## src/rtl/core/lph_ram.sv

```systemverilog
module lph_ram #(
  parameter int unsigned Width = 8,
  parameter int unsigned Depth = 16
) (
  input  logic                     clk_i,
  input  logic                     we_i,
  input  logic [$clog2(Depth)-1:0] waddr_i,
  input  logic [Width-1:0]         wdata_i,
  input  logic                     re_i,
  input  logic [$clog2(Depth)-1:0] raddr_i,
  output logic [Width-1:0]         rdata_o
);

  logic [Width-1:0] mem_q [Depth];
  logic [Width-1:0] rdata_q;

  // write port
  always_ff @(posedge clk_i) begin
    if (we_i) begin
      mem_q[waddr_i] <= wdata_i;
    end
  end

  // registered read port
  always_ff @(posedge clk_i) begin
    if (re_i) begin
      rdata_q <= mem_q[raddr_i];
    end
  end

  assign rdata_o = rdata_q;

endmodule

```

## config.mk

```make
export PLATFORM = sky130hd
export DESIGN_NAME = lph_ram
export DESIGN_NICKNAME = d
export VERILOG_FILES = /design/src/rtl/core/lph_ram.sv
export SDC_FILE = /design/constraint.sdc
export NUM_CORES = 1
export LEC_CHECK = 0
export ABC_AREA = 1
export BUFFER_PORTS_ARGS = -buffer_cell sky130_fd_sc_hd__buf_2
export CAP_MARGIN = 20
export CORE_MARGIN = 2
export CORE_UTILIZATION = 50
export DETAILED_ROUTE_END_ITERATION = 10
export GPL_TIMING_DRIVEN = 1
export PLACE_DENSITY_LB_ADDON = 0.15
export SYNTH_ARGS = -nofsm -noshare
export SYNTH_HDL_FRONTEND = slang
export SYNTH_SLANG_ARGS = --single-unit
```

## constraint.sdc

```tcl
create_clock -name clk_i -period 1.5 [get_ports clk_i]
set_input_delay 0.15 -clock clk_i [delete_from_list [all_inputs] [get_ports clk_i]]
set_output_delay 0.15 -clock clk_i [all_outputs]
set_load 0.005 [all_outputs]
```

Word level (Yosys, flattened, before mapping):

Memories as Yosys holds them, arrays and structs flattened. A register that Yosys moved wholly into a read port is not among the register bits.
Cells that the tools add are included.

* muxes and demuxes: 2

Operators with widths (number)
* two-way mux 1 bit: 2

* register bits after elaboration: 0
* bits in writable memories: 128
* input bits: 19
* output and inout port bits: 8
* memories kept: 1

Memories
* mem_q: words 16, width 8, read ports 1, clocked after Yosys merged registers in 1, write ports 1, RTL line 14 `logic [Width-1:0] mem_q [Depth];`

Logic depth before layout (Yosys ltp):

Gate-level depths: netlist of run 1.

* depth in word-level cells: 2
* gate-level depth with buffers: 8

Worst setup path before layout of run 1:

Ideal clock, no wire load.

* kind: input to register
* from: input waddr_i[2]
* to: memory mem_q[10][0], enable pin
* library setup time: 0.370 ns
* arrival time: 0.731 ns
* required time: 1.130 ns
* setup slack: 0.399 ns
* stages: 2
* buffers on the path: 0
* cell sequence: nand3b_1 nor2_1

RTL lines
* start, declared: RTL line 7 `input logic [$clog2(Depth)-1:0] waddr_i,`
* end, declared: RTL line 14

Straight into the memory's write port.

Final worst setup path of run 1:

* from: register rdata_q[0], in the netlist rdata_o[0] (read register of mem_q)
* to: output rdata_o[0]

RTL lines
* start, declared: RTL line 15 `logic [Width-1:0] rdata_q;`
* end, declared: RTL line 11 `output logic [Width-1:0] rdata_o`

No word-level cell between the ends.

==> metrics.csv, run 1 <==
metric,value,unit
status,finished clean,
min_path_cells,1,
dieArea,12570,um2
drt_iter0_drc,262,
hold_class,in2reg,
synth_top_cell_area_share,69.85,%
hold_viol_final,0,
setup_violations,0,
ios,27,
synthTopCellsByCount,"nand2_1, edfxtp_1, inv_1",
worstPathRequired,1.35,ns
cp_slowest_cell,edfxtp_1,
grt_pass1_vias,3760,
fin_crit_sh,76.98,%
hold_end,rdata_o[6],
wire_per_inst,17.26,um
crit_chain,buf_2,
hold_buffers,0,
synth_largest_area_cell,edfxtp_1,
grt_pass1_wl,20600,um
cts.clk_slew.worst_paths,0.05,ns
cp.buffers_inverters,1,
synthArstFlopShare,0,%
yosysMostFrequentCell,nand2_1,
worst_path_dominant_cell_family,flip-flops,
num_rows,39,
finalCriticalPeriod,1.155,ns
ys_ff_latch,136,
drc,0,
initial_utilization,51.21,%
root_buffer,clkbuf_16,
power.density,1263,nW/um2
postCtsSetupBuffers,0,
worst_pin_slew,0.6275,ns
routabilityCongestion,0.8097,
drv_slew,0,
synth-warning-count,0,
core,11420,um2
seq_area_frac_synth,69.85,%
via_per_inst,5.049,
cts_resized,0,
cp-start-kind,flop,
port_buffers,26,
path_max_fanout,1,
fin_setup_tns,0,ns
relSlewSlack,58.10,%
fmax,0.8661,GHz
cts_buffer_depth,2,
cts-buffers-inserted,17,
worstHoldStart,re_i,
syn_to_final_growth,15.30,%
chipWidth,112.1,um
timing.rr.start,mem_q[4][3],
dp_hpwl,8041,um
grt-ovfl-total,0,
finClkSkew,0.01013,ns
antenna_left,0,
avgSynthCellArea,10.61,um2
antenna_found_initial,0,
clock_sinks,136,
critPathCaptureType,primary output,
worstRegToRegCells,6,
rsz0062_at_grt,no,
synth_top_flop_cell,edfxtp_1,
wl,12980,um
cts_tree,built,
cts_max_level,4,
vias,3797,
n_antenna_cell,0,
syn_nets,570,
first_pass_iters,4,
nNetsFinal,615,
grtUsageTotal,22.46,%
max_stage_delay,0.43,ns
post_route_cells_drive_above_1_share,12.64,%
clk-insertion-delay-late,0.42,ns
crit_type,reg2out,
reg2reg_to,rdata_o[3],
synth_edf_count,136,
ff2ff_setup_slack,0.35,ns
synthTopCellsByArea,"edfxtp_1, nand2_1, nand3_1",
irDropWorstVdd,0.8356,mV
grt_max_degree,33,
syn_inst,551,
leakage,2.926,nW
fp.dieH,112.1,um
netlist_area,5847,um2
arrival,1.00,ns
final_core_utilization,59.04,%
synth_cell_type_count,11,
max_cap_viol_count,0,
## cell type report
type	count	area (um2)
sequential	136	4084
tap	143	178.9
timing repair buffer	50	360.3
multi-input combinational	289	1214
inverter	102	382.9
fill	1012	4677
clock buffer	20	436.7
clock inverter	12	85.08
## cells in the final DEF (no fill, tap or decap)
cell / n
nand2_1: 173
edfxtp_1: 136
inv_1: 100
nand3_1: 97
buf_2: 26
buf_4: 20
nor2_1: 17
clkbuf_16: 17
clkinv_2: 5
clkinv_1: 4
buf_12: 4
clkbuf_1: 3
inv_2: 2
nand3b_1: 2
clkinvlp_4: 2
bufinv_16: 1
## worst max-delay path by stage
stage,startpoint,endpoint,slack [ns],cells after the start
2_1_floorplan,waddr_i[2],mem_q[10][0],0.40,2
3_3_place_gp,raddr_i[1],rdata_o[2],0.10,6
3_5_place_dp,raddr_i[1],rdata_o[2],0.09,6
4_1_cts,rdata_o[0],rdata_o[0],0.34,1
5_1_grt,mem_q[5][3],rdata_o[3],0.22,6
6_report,rdata_o[0],rdata_o[0],0.35,1
## registers in the layout, indices dropped and copies added (netlist names)
register / count
mem_q: 128
rdata_o: 8
## logic make-up after synthesis
kind of cell           after synthesis  share of synthesized area, %
and+or+nand+nor                    289                         20.76
buffers and inverters              126                         9.394
DFF                                136                         69.85
## per-stage QoR
stage | power (mW) | std cells | worst slack, ns | hold slack (ns) | instance area (um2)
floorplan | 4.682 | 551 | 0.3992 | 0.2489 | 5847
global placement | 4.909 | 720 | 0.1001 | 0.5312 | 6220
detailed placement | 4.919 | 720 | 0.08691 | 0.5300 | 6220
CTS | 8.588 | 752 | 0.3387 | 0.08941 | 6741
global route | 8.814 | 752 | 0.2201 | 0.1016 | 6741
finish | 8.514 | 752 | 0.3453 | 0.1100 | 6741
## per-layer routing
layer	GRT usage [%]	part of all wire [%]
met4	8.943	1.6
met2	35.90	49
met1	30.21	44
met3	5.076	5.1
met5	0	0
## power by group
part | internal, mW | leakage, nW | switching [mW]
sequential | 4.28 | 1.24 | 0.0248
clock | 2.23 | 0.253 | 1.44
combinational | 0.163 | 1.44 | 0.366
Note: power is estimated with default switching activity, not from simulation.
==> inputs of run 2 (changes only) <==
ABC_AREA = 0   (was 1)
clock period = 1.1 ns   (was 1.5 ns; I/O delays follow)
==> run 2 against run 1 <==
  * The flow now finishes with violations (setup timing)
  * Synthesized cell count decreased by 58%
  * Flip-flop and latch count unchanged
  * Global-route usage decreased by 2.3 points
  * Clock skew decreased by 0.0057 ns
  * Non-clock buffer count increased by 31
  * Sequential share of layout area increased by 0.81 points
  * Die area decreased by 10%
  * Combinational power increased by 34%
  * Cell area decreased by 1.3%
  * Via count decreased by 32%
  * Hold slack improved by 0.081 ns
==> metrics.csv, run 2 <==
metric,value,unit,change
dpl_worst_slack,-0.6020,ns,was 0.08691 ns
worst_path_dominant_cell_family,multiplexers,,was flip-flops
path_max_fanout,1,,unchanged
clock_sinks,136,,unchanged
seq_area_frac_synth,78.12,%,was 69.85%
p_int,9.617,mW,was 6.678 mW
syn_inst,229,,was 551
top_register,mem_q,,unchanged
wire_per_inst,21.94,um,was 17.26 um
nNetsFinal,338,,was 615
initial_utilization,51.09,%,was 51.21%
combinationalPowerShare,6.0,%,was 6.2%
synth_cell_type_count,18,,was 11
postCtsSetupBuffers,0,,unchanged
cp.buffers_inverters,0,,was 1
synth_top_cell_area_share,78.12,%,was 69.85%
synth_edf_count,136,,unchanged
num_rows,37,,was 39
grt_pass1_wl,15980,um,was 20600 um
max_cap_viol_count,0,,unchanged
antenna_left,0,,unchanged
cp-start-kind,flop,,unchanged
syn_to_final_growth,27.26,%,was 15.30%
synth-warning-count,0,,unchanged
post_route_cells_drive_above_1_share,44.41,%,was 12.64%
relSlewSlack,37.00,%,was 58.10%
grtUsageTotal,20.16,%,was 22.46%
clk-insertion-delay-late,0.50,ns,was 0.42 ns
worst_pin_slew,0.9430,ns,was 0.6275 ns
clkPwrFrac,44.6,%,was 43.2%
synthTopCellsByArea,"edfxtp_1, mux4_2, mux4_1",,"was edfxtp_1, nand2_1, nand3_1"
failed_checks,setup timing,,
synthTopCellsByCount,"edfxtp_1, mux4_2, a22oi_1",,"was nand2_1, edfxtp_1, inv_1"
worstRegToRegCells,3,,was 6
vias,2571,,was 3797
finalCriticalPeriod,1.408,ns,
synthArstFlopShare,0,%,unchanged
synth_largest_area_cell,edfxtp_1,,unchanged
drc,0,,unchanged
synth-xor-area-share,0,%,unchanged
crit_chain,mux4_2 > a22oi_2 > nand2_1,,was buf_2
via_per_inst,5.505,,was 5.049
dp_hpwl,6783,um,was 8041 um
synthSimpleGateAreaFrac,3.135,%,was 20.76%
largest_reg_flops,128,,unchanged
synth_top_flop_cell,edfxtp_1,,unchanged
switchingPower,2.265,mW,was 1.835 mW
setup_ws,-0.3079,ns,was 0.3453 ns
final_core_utilization,65.02,%,was 59.04%
core,10230,um2,was 11420 um2
finClkSkew,0.004441,ns,was 0.01013 ns
wl,10250,um,was 12980 um
synthMuxAreaShare,14.79,%,was 0%
grt-ovfl-total,0,,unchanged
min_path_cells,4,,was 1
drv_slew,0,,unchanged
crit_cells,3,,was 1
arrival,1.66,ns,was 1.00 ns
n_antenna_cell,0,,unchanged
status,finished with violations,,was finished clean
hold_viol_final,0,,unchanged
antenna_found_initial,0,,unchanged
dieArea,11290,um2,was 12570 um2
cts_max_level,4,,unchanged
cts_buffer_depth,2,,unchanged
synth_compound_area_share,2.298,%,was 0%
use_met3,5.763,%,was 5.076%
hold_class,in2reg,,unchanged
fmax,0.7103,GHz,
grt_pass1_vias,2714,,was 3760
cts.clk_slew.worst_paths,0.06,ns,was 0.05 ns
synth-adder-area-share,0,%,unchanged
layout_common_cells,"edfxtp_1, buf_4, mux4_2",,"was nand2_1, edfxtp_1, inv_1"
fin_crit_sh,128.0,%,
power_frac_seq,49.4,%,was 50.6%
netlist_area,5228,um2,was 5847 um2
ios,27,,unchanged
setup_violations,14,,was 0
use_met2,30.82,%,was 35.90%
p_sw_share,19.06,%,was 21.56%
use_met1,28.98,%,was 30.21%
chipWidth,106.3,um,was 112.1 um
ys_ff_latch,136,,unchanged
max_stage_delay,0.49,ns,was 0.43 ns
fp.dieH,106.3,um,was 112.1 um
cts-buffers-inserted,17,,unchanged
fin_area,6653,um2,was 6741 um2
cp_slowest_cell,mux4_2,,was edfxtp_1
power.density,1786,nW/um2,was 1263 nW/um2
yosysMostFrequentCell,edfxtp_1,,was nand2_1
placed_area,5952,um2,was 6220 um2
routabilityCongestion,0.7281,,was 0.8097
root_buffer,clkbuf_8,,was clkbuf_16
leakage,2.253,nW,was 2.926 nW
crit_type,reg2reg,,was reg2out
worstPathRequired,1.36,ns,was 1.35 ns
drt_iter0_drc,226,,was 262
port_buffers,26,,unchanged
avgSynthCellArea,22.83,um2,was 10.61 um2
first_pass_iters,4,,unchanged
cts_tree,built,,unchanged
rsz0062_at_grt,yes,,was no
critPathCaptureType,flop,,was primary output
grt_max_degree,18,,was 33
final_common_cell,edfxtp_1,,was nand2_1
syn_nets,248,,was 570
grt-busiest-layer,met2,,unchanged
synth_top_family_by_area,multiplexers,,was simple AND/OR/NAND/NOR gates
irDropWorstVdd,1.292,mV,was 0.8356 mV
-- run 2: layout make-up --
type | instances | area (um2)
Fill cell | 675 | 3578
Sequential cell | 136 | 4084
Multi-Input combinational cell | 83 | 1111
Clock buffer | 22 | 432.9
Timing Repair Buffer | 81 | 728.2
Clock inverter | 9 | 126.4
Tap cell | 136 | 170.2
-- run 2: metrics by stage --
| step | TNS [ns] | hold WS [ns] | instances | total power [mW] |
|---|---|---|---|---|
| after floorplan | -2.817 | 0.2089 | 229 | 6.302 |
| after global placement | -23.04 | 0.4890 | 427 | 6.634 |
| after detailed placement | -25.09 | 0.4910 | 427 | 6.646 |
| after CTS | -2.795 | 0.1691 | 467 | 11.99 |
| after global routing | -3.266 | 0.1805 | 467 | 12.28 |
| final | -2.430 | 0.1908 | 467 | 11.88 |
-- run 2: logic make-up after synthesis --
family	count (synthesis)
DFF	136
AOI/OAI and AO/OA	16
buffers and inverters	10
muxes	32
and+or+nand+nor	35
-- run 2: repair_timing --
item                                   4_1_cts  5_1_grt
hold buffers                                 9        0
endpoints found under the hold margin      136        0
pin swaps                                    2        1
gates resized for setup                      7        5
setup endpoints to repair                   16       16
-- run 2: final timing paths --
| kind | start | endpoint | slack [ns] |
|---|---|---|---|
| hold / removal | waddr_i[1] | mem_q[4][1] | 0.19 |
| setup / recovery | mem_q[3][3] | rdata_o[3] | -0.31 |
| hold reg to reg | mem_q[14][5] | rdata_o[5] | 0.75 |
| setup reg to reg | mem_q[3][3] | rdata_o[3] | -0.31 |
-- run 2: power groups by stage --
stage | Clock, mW | Sequential, mW | Combinational [mW]
5_1_grt | 5.63 | 5.88 | 0.772
2_1_floorplan | 0 | 5.97 | 0.331
3_5_place_dp | 0 | 5.98 | 0.668
6_report | 5.30 | 5.87 | 0.712
4_1_cts | 5.41 | 5.87 | 0.711
3_3_place_gp | 0 | 5.98 | 0.658
-- run 2: tightest hold or removal path, cell delays in order --
cell and delay [ns]:
buf_2 0.12, buf_4 0.11, nor3_2 0.04, buf_4 0.14
-- run 2: per-layer routing --
metal | part of all wire [%] | vias up
met5 | 0 | -
met4 | 0.68 | 0
met3 | 5.1 | 6
met2 | 50 | 78
met1 | 44 | 1336
li1 | - | 1151
