==> config.mk <==
export PLATFORM = sky130hd
export DESIGN_NAME = lph_hash
export DESIGN_NICKNAME = d
export VERILOG_FILES = /design/src/rtl/core/lph_pkg.sv /design/src/rtl/core/lph_hash.sv
export SDC_FILE = /design/constraint.sdc
export NUM_CORES = 1
export LEC_CHECK = 0
export ABC_AREA = 0
export BUFFER_PORTS_ARGS = -buffer_cell sky130_fd_sc_hd__buf_2
export CAP_MARGIN = 20
export CORE_UTILIZATION = 55
export DETAILED_ROUTE_END_ITERATION = 6
export GPL_TIMING_DRIVEN = 0
export PLACE_DENSITY = 0.84
export SLEW_MARGIN = 5
export SYNTH_ARGS = -nofsm -noshare
export SYNTH_HDL_FRONTEND = slang
export SYNTH_SLANG_ARGS = --single-unit
==> constraint.sdc <==
create_clock -name clk_i -period 9.6 [get_ports clk_i]
set_input_delay 0.48 -clock clk_i [delete_from_list [all_inputs] [get_ports clk_i]]
set_output_delay 0.48 -clock clk_i [all_outputs]
set_load 0.05 [all_outputs]
==> src/rtl/core/lph_pkg.sv <==
package lph_pkg;

  localparam int unsigned SlotsPerBank = 1031;
  localparam int unsigned RamDepth     = 2 * SlotsPerBank;
  localparam int unsigned AddrW        = $clog2(RamDepth);
  localparam int unsigned IdxW         = $clog2(SlotsPerBank + 1);
  localparam int unsigned StepW        = 4;
  localparam int unsigned CountW       = 10;
  localparam int unsigned KeyW         = 64;
  localparam int unsigned LenW         = 4;
  localparam int unsigned ValW         = 32;
  localparam int unsigned MaxKeyBytes  = 8;
  localparam int unsigned HashW        = 32;

  localparam logic [StepW-1:0] TopStep = StepW'(8);

  // opcodes
  localparam logic [1:0] OpLookup = 2'd0;
  localparam logic [1:0] OpInsert = 2'd1;
  localparam logic [1:0] OpDelete = 2'd2;
  localparam logic [1:0] OpUnused = 2'd3;

  // status codes
  localparam logic [2:0] StFound    = 3'd0;
  localparam logic [2:0] StNotFound = 3'd1;
  localparam logic [2:0] StUpdated  = 3'd2;
  localparam logic [2:0] StInserted = 3'd3;
  localparam logic [2:0] StFull     = 3'd4;

  typedef struct packed {
    logic [1:0]             opcode;
    logic [KeyW-1:0]        key_bytes;
    logic [LenW-1:0]        key_length;
    logic signed [ValW-1:0] new_value;
  } req_t;

  typedef struct packed {
    logic [2:0]             status;
    logic signed [ValW-1:0] found_value;
    logic [CountW-1:0]      entries_held;
  } res_t;

  typedef struct packed {
    logic            valid;
    logic [LenW-1:0] len;
    logic [KeyW-1:0] key;
    logic [ValW-1:0] data;
  } slot_t;

  localparam int unsigned SlotW = $bits(slot_t);

  // prime ladder
  function automatic logic [IdxW-1:0] ladder_size(input logic [StepW-1:0] step);
    logic [IdxW-1:0] s;
    case (step)
      4'd0:    s = IdxW'(5);
      4'd1:    s = IdxW'(7);
      4'd2:    s = IdxW'(17);
      4'd3:    s = IdxW'(31);
      4'd4:    s = IdxW'(67);
      4'd5:    s = IdxW'(131);
      4'd6:    s = IdxW'(257);
      4'd7:    s = IdxW'(521);
      default: s = IdxW'(1031);
    endcase
    return s;
  endfunction

  // 17/20 of each ladder size
  function automatic logic [CountW-1:0] fill_limit(input logic [StepW-1:0] step);
    logic [CountW-1:0] f;
    case (step)
      4'd0:    f = CountW'(4);
      4'd1:    f = CountW'(5);
      4'd2:    f = CountW'(14);
      4'd3:    f = CountW'(26);
      4'd4:    f = CountW'(56);
      4'd5:    f = CountW'(111);
      4'd6:    f = CountW'(218);
      4'd7:    f = CountW'(442);
      default: f = CountW'(876);
    endcase
    return f;
  endfunction

endpackage

==> src/rtl/core/lph_hash.sv <==
module lph_hash (
  input  logic                      clk_i,
  input  logic                      rst_ni,
  input  logic                      start_i,
  input  logic [lph_pkg::KeyW-1:0]  key_i,
  input  logic [lph_pkg::LenW-1:0]  len_i,
  input  logic [lph_pkg::IdxW-1:0]  size_i,
  output logic                      done_o,
  output logic [lph_pkg::IdxW-1:0]  idx_o
);

  localparam logic [1:0] PhIdle = 2'd0;
  localparam logic [1:0] PhHash = 2'd1;
  localparam logic [1:0] PhMod  = 2'd2;

  logic [1:0]                   phase_q, phase_d;
  logic [lph_pkg::LenW-1:0]     bcnt_q, bcnt_d;
  logic [4:0]                   mcnt_q, mcnt_d;
  logic [lph_pkg::HashW-1:0]    h_q, h_d;
  logic [lph_pkg::IdxW-1:0]     r_q, r_d;
  logic [lph_pkg::KeyW-1:0]     key_q, key_d;
  logic [lph_pkg::LenW-1:0]     len_q, len_d;
  logic [lph_pkg::IdxW-1:0]     size_q, size_d;
  logic                         done_q, done_d;
  logic [lph_pkg::HashW-1:0]    hs, g;
  logic [lph_pkg::IdxW:0]       t;

  always_comb begin
    phase_d = phase_q;
    bcnt_d  = bcnt_q;
    mcnt_d  = mcnt_q;
    h_d     = h_q;
    r_d     = r_q;
    key_d   = key_q;
    len_d   = len_q;
    size_d  = size_q;
    done_d  = 1'b0;
    // one byte step of the pjw hash
    hs = (h_q << 4) + {24'd0, key_q[7:0]};
    g  = hs & 32'hF000_0000;
    if (g != '0) begin
      hs = hs ^ (g >> 24) ^ g;
    end
    // one restoring step of the modulo
    t = {r_q, h_q[mcnt_q]};
    case (phase_q)
      PhIdle: begin
        if (start_i) begin
          phase_d = PhHash;
          bcnt_d  = '0;
          h_d     = '0;
          key_d   = key_i;
          len_d   = len_i;
          size_d  = size_i;
        end
      end
      PhHash: begin
        if (bcnt_q == len_q) begin
          phase_d = PhMod;
          mcnt_d  = 5'd31;
          r_d     = '0;
        end else begin
          h_d    = hs;
          key_d  = key_q >> 8;
          bcnt_d = bcnt_q + 1'b1;
        end
      end
      PhMod: begin
        if (t >= {1'b0, size_q}) begin
          r_d = lph_pkg::IdxW'(t - {1'b0, size_q});
        end else begin
          r_d = t[lph_pkg::IdxW-1:0];
        end
        mcnt_d = mcnt_q - 1'b1;
        if (mcnt_q == '0) begin
          phase_d = PhIdle;
          done_d  = 1'b1;
        end
      end
      default: phase_d = PhIdle;
    endcase
  end

  always_ff @(posedge clk_i or negedge rst_ni) begin
    if (!rst_ni) begin
      phase_q <= PhIdle;
      done_q  <= 1'b0;
    end else begin
      phase_q <= phase_d;
      done_q  <= done_d;
    end
  end

  always_ff @(posedge clk_i) begin
    bcnt_q <= bcnt_d;
    mcnt_q <= mcnt_d;
    h_q    <= h_d;
    r_q    <= r_d;
    key_q  <= key_d;
    len_q  <= len_d;
    size_q <= size_d;
  end

  assign done_o = done_q;
  assign idx_o  = r_q;

  a_done_idle: assert property (@(posedge clk_i) disable iff (!rst_ni)
    done_q |-> phase_q == PhIdle) else $error("hash done outside idle");
  a_rem_range: assert property (@(posedge clk_i) disable iff (!rst_ni)
    done_q |-> r_q < size_q) else $error("remainder out of range");
  a_start_idle: assert property (@(posedge clk_i) disable iff (!rst_ni)
    start_i |-> phase_q == PhIdle) else $error("hash started while busy");

endmodule

## Word level (Yosys, flattened, before mapping)

Index checks and enable logic that the tools add are counted.

| storage, ports and cells | value |
|---|---|
| flip-flop bits (word level) | 134 |
| bits in latches | 0 |
| memory bits (writable) | 0 |
| memory bits (read-only) | 0 |
| input bits | 82 |
| output and inout bits | 12 |
| word-level logic and storage cells | 56 |
| memories kept | 0 |

| operators by class | value |
|---|---|
| add/subtract/negate cells | 4 |
| $mul | 0 |
| divide/modulo/power cells | 0 |
| magnitude comparators | 2 |
| equal/unequal tests | 7 |
| shift operators | 0 |
| multiplexer cells | 23 |
| bitwise gates (word level) | 2 |
| reductions and logical operators | 9 |

Operators with widths:

| kind | count |
|---|---|
| $mux W64 | 2 |
| $pmux W64 S2 | 1 |
| $mux W32 | 3 |
| $pmux W32 S2 | 1 |
| $add A32 B8 Y32 | 1 |
| $reduce_bool A32 Y1 | 1 |
| $xor A32 B32 Y32 | 1 |
| $xor A32 B8 Y32 | 1 |
| $mux W11 | 2 |
| $pmux W11 S2 | 1 |
| $ge A12 B11 Y1 | 1 |
| $sub A11 B11 Y11 | 1 |
| $pmux W5 S2 | 1 |
| $mux W4 | 2 |
| $ne A2 B2 Y1 const B | 4 |
| $pmux W4 S2 | 1 |
| $lt A5 B6 Y1 const B | 1 |
| $mux W2 | 3 |
| $pmux W2 S3 | 1 |
| $reduce_and A3 Y1 | 2 |
| $bmux W1 S5 | 1 |
| $logic_not A5 Y1 | 1 |
| $mux W5 | 1 |
| $sub A5 B1 Y5 const B | 1 |
| 8 further kinds | 12 |

## Depth between registers and ports, before layout

| logic depth | value |
|---|---|
| depth in word-level cells | 6 |
| depth in mapped cells | 15 |
| gate-level depth less buffers | 14 |

## Worst setup path before layout

OpenSTA, ideal clock, no wires.

| path | value |
|---|---|
| path kind | register to register |
| start point | register phase_q[1] |
| end point | register bcnt_q[0] in the netlist's numbering (enable) |
| library setup time | 0.579 ns |
| arrival | 5.406 ns |
| data required time | 9.021 ns |
| setup slack | 3.615 ns |
| stages on the path, launching flop included | 4 |
| path buffers | 1 |
| period minus slack after synthesis | 5.985 ns |
| path through | dfrtp_1 -> nand2b_1 -> clkbuf_1 -> o21bai_1 |

| on the way | value |
|---|---|
| word-level cells in the longest chain between the ends | 3 |
| elaborated cells on any way between the ends | 6 |
| classes of those cells | eq/ne: 3; reduce/logical: 3 |

Ends and longest elaborated chain:

| what | line | text |
|---|---|---|
| start: declaration | lph_hash.sv:16 | `logic [1:0] phase_q, phase_d;` |
| start signal: assignment | lph_hash.sv:86 | `phase_q <= PhIdle;` |
| start signal: assignment | lph_hash.sv:89 | `phase_q <= phase_d;` |
| $eq A2 B1 Y1 or $logic_not A2 Y1 (tied branches) | lph_hash.sv:46 | `case (phase_q)` |
| $ne A2 B2 Y1 (no source line) or $reduce_bool A2 Y1 (tied branches) | n/a |  |
| $reduce_and A3 Y1 (no source line) (*) | n/a |  |
| end signal: assignment | lph_hash.sv:95 | `bcnt_q <= bcnt_d;` |
| end: declaration | lph_hash.sv:17 | `logic [lph_pkg::LenW-1:0] bcnt_q, bcnt_d;` |

Every way passes the cells marked *; elsewhere a longest branch is shown, timed or not.
A chain may end at the register's enable or synchronous reset.

## Worst setup path in the final report

| path | value |
|---|---|
| start point | register mcnt_q[0] |
| end point | register r_q, in the netlist idx_o[8] (data pin) |

| on the way | value |
|---|---|
| word-level cells in the longest chain between the ends | 5 |
| elaborated cells on any way between the ends | 6 |
| classes of those cells | add/sub: 1; order compare: 1; mux: 4 |

Ends and longest elaborated chain:

| what | line | text |
|---|---|---|
| start: declaration | lph_hash.sv:18 | `logic [4:0] mcnt_q, mcnt_d;` |
| start signal: assignment | lph_hash.sv:96 | `mcnt_q <= mcnt_d;` |
| $bmux W1 S5 (*) | lph_hash.sv:45 | `t = {r_q, h_q[mcnt_q]};` |
| $mux W1 (implied by the code) (*) | lph_hash.sv:45 |  |
| $sub A11 B11 Y11 or $ge A12 B11 Y1 (tied branches) | lph_hash.sv:70, lph_hash.sv:69 |  |
| $mux W11 (*) | lph_hash.sv:69 | `if (t >= {1'b0, size_q}) begin` |
| $pmux W11 S2 (*) | lph_hash.sv:46 |  |
| end signal: assignment | lph_hash.sv:98 | `r_q <= r_d;` |
| end: declaration | lph_hash.sv:20 | `logic [lph_pkg::IdxW-1:0] r_q, r_d;` |

Every way passes the cells marked *; elsewhere a longest branch is shown, timed or not. The select of a mux whose other input is x is not followed.

==> results.toml <==
[die]
fp.dieW_um = 113
core-area_um2 = 12000
rows = 40
die_area_um2 = 12700
ios = 94
die_h_um = 113
start_util_pct = 56.2

[clock_network]
insertion_delay_ps = 430
clockBufferDepth = 2
cts_tree = "yes"
numClockSinks = 134
root_buffer = "clkbuf_16"
h-tree-depth = 4
cts_setup_buffers = 0
numCtsBuffers = 17
clk_pin_slew_ps = 60

[setup_path]
crit_fanout = 10
max_stage_delay_ps = 540
worstReg2RegEnd = "idx_o[8]"
worst_ep_arrival_time_ps = 4140
critPathLaunch = "mcnt_q[0]"
r2r_start = "mcnt_q[0]"
critical_path.most_common_cell = "mux2i_1"
cp_cell_sequence = "buf_2 -> mux4_2 -> mux2i_1 -> o32ai_1 -> nor3_1 -> ha_1 -> inv_1 -> fa_1 -> nand3_1 -> a31oi_1 -> o31ai_4 -> buf_4 -> mux2i_1 -> nor2_1"
crit_buf_inv = 3
worstRegToRegCells = 14
cp_slowest_cell = "mux4_2"
r2r_setup_slack_ps = 5620
start_kind = "register"
crit_family = "multiplexers"
critPathCaptureType = "register"
cp_data_required_time_ps = 9760
critPathKind = "reg2reg"

[logic_synthesis]
ys_warn_count = 0
yosysSeqAreaShare_pct = 59.6
syn_avg_cell_area_um2 = 11.0
synthXorXnorAreaFrac_pct = 4.95
synth_top_family_by_area = "simple AND/OR/NAND/NOR gates"
synthAdderAreaFrac_pct = 3.76
yosys-mux-area-fraction_pct = 3.35
syn_area_um2 = 6720
synth_compound_area_share_pct = 4.76
synth_cell_type_count = 51
synthSimpleGateAreaFrac_pct = 20.8
synth_seq_cells = 134
syn-instance-count = 614

[drt]
wl_per_cell_um = 16.1
wl_mm = 14.4
viasPerCell = 5.52
dr.first_iter.drc_count = 406
drc = 0
firstDrtPassIters = 7
num_vias = 4938
postRouteAntennaNets = 0

[final_layout]
n_antenna_cell = 0
final_util_pct = 67.2
final_common_cell = "nand2_1"
postLayoutCellArea_um2 = 8040
fin_cells = 894
final_cell_mix = "nand2_1 (194), edfxtp_1 (131), buf_2 (98)"
nNetsFinal = 835
area_growth_pct = 19.6
drive_gt1_share_pct = 19.7

[global_route]
grt_usage_pct = 24.4
grt_pass1_wl_mm = 23.3
grt_max_degree = 36
grt_overflow_total = 0
grt_pass1_vias = 4934
antenna_found_initial = 0

[flow_run]
maxCapViolations = 0

[placement]
preCtsSetupSlack_ps = 5670
gp_congestion = 0.925
port_buffers = 93
dpl_cell_area_um2 = 7480
dp_hpwl_mm = 10.0
dp.cells = 861

[worst_hold_path]
holdPathStages = 1
min-delay-start = "len_i[3]"
hp-class = "in2reg"
hold_end = "len_q[3]"

[timing]
setup_viol = 0
worst_slew_pin_slew_ps = 800
holdWs_ps = 234
layout_setup_ws_ps = 5620
period_share_pct = 41.5
fin_setup_tns_ps = 0
hold_viol = 0
relSlewSlack_pct = 46.2
grt_setup_unrepaired = "no"
fmax_mhz = 251
report.final.slew_viol_count = 0
fin_skew_ps = 16.4
fin_crit_ps = 3980

[power_and_ir_drop]
p_per_area_nw_per_um2 = 371
swShare_pct = 38.0
peakVddDrop_uv = 207
comb_power_share_pct = 38.7
seqPwrFrac_pct = 40.9
clkPwrFrac_pct = 20.4
p_int_mw = 1.85
leakage_nw = 3.38
netSwitchingPower_mw = 1.13
finalPower_mw = 2.98

[status]
outcome = "complete, no violations"
==> metal layers <==
metal	share of wire, %	GRT usage (%)	vias up
met5	0	0	-
met4	2.5	11.2	0
met3	6.2	6.70	33
met2	50	41.4	188
met1	41	28.9	2355
li1	-	-	2362
==> cell usage after synthesis (all sizes together) <==
library cell | n | area share [%]
nand2 | 194 | 11
edfxtp | 131 | 59
nor2 | 44 | 2.5
xnor2 | 30 | 3.9
clkbuf | 19 | 1.1
inv | 19 | 1.1
a21oi | 17 | 1.3
ha | 17 | 3.2
and2 | 13 | 1.2
nor3 | 12 | 0.89
o21ai | 12 | 0.89
mux2i | 9 | 1.3
nand3 | 9 | 0.86
xor2 | 8 | 1.0
buf | 7 | 0.54
nor3b | 7 | 0.78
mux4 | 6 | 2.0
nand2b | 5 | 0.47
nand4 | 5 | 0.47
nor2b | 5 | 0.47
nor4b | 5 | 0.93
or3 | 5 | 0.47
a21o | 3 | 0.33
dfrtp | 3 | 1.1
o21a | 3 | 0.33
a31oi | 2 | 0.19
and3 | 2 | 0.19
and4 | 2 | 0.30
fa | 2 | 0.60
nand3b | 2 | 0.22
nor4 | 2 | 0.19
o21bai | 2 | 0.22
o31ai | 2 | 0.43
a2111oi | 1 | 0.13
a211o | 1 | 0.13
a21boi | 1 | 0.11
a31o | 1 | 0.13
a41oi | 1 | 0.13
conb | 1 | 0.056
o211a | 1 | 0.15
o31a | 1 | 0.13
o32ai | 1 | 0.13
or3b | 1 | 0.13
==> cells by family (layout without fill, tap and decap cells) <==
kind of cell	Yosys count	after routing
mux	15	15
fa+ha+maj	19	19
xor+xnor	38	38
other cells	1	4
simple gates	313	313
compound gates	49	49
buf+inv	45	175
flops	134	134
==> sequential cells by signal, summed over array words and instances, names as in the netlist <==
register / cells
done_o: 1
mcnt_q: 5
idx_o: 11
h_q: 32
size_q: 11
key_q: 64
len_q: 4
phase_q: 2
bcnt_q: 4
==> cell type report <==
cell class	count	area, um2
plain buffers	26	108
flip-flops and latches	134	4010
fillers	840	3920
inverters	19	71.3
repair buffers	98	554
multi-input cells	438	2560
well taps	147	184
clock buffers	17	425
clock inverters	15	129
==> worst max-delay path by stage <==
stage           endpoint  slack (ps)  depth (start not counted)
2_1_floorplan  bcnt_q[0]        3610                          3
3_3_place_gp   key_q[62]        1870                          3
3_5_place_dp    idx_o[7]        5670                         14
4_1_cts         idx_o[7]        5670                         14
5_1_grt         idx_o[8]        5270                         14
6_report        idx_o[8]        5620                         14
==> repair_timing <==
action	4_1_cts	5_1_grt
endpoints found under the hold margin	3	0
gates resized for setup	0	0
hold buffers	1	0
==> power by group through the flow <==
stage | combinational [mW] | sequential [mW] | clock, mW
floorplan | 0.781 | 1.26 | 0
global placement | 1.02 | 1.29 | 0
detailed placement | 1.13 | 1.22 | 0
CTS | 1.15 | 1.22 | 0.614
global route | 1.28 | 1.24 | 0.636
finish | 1.16 | 1.22 | 0.607
Power figures use the tool's default switching activity.
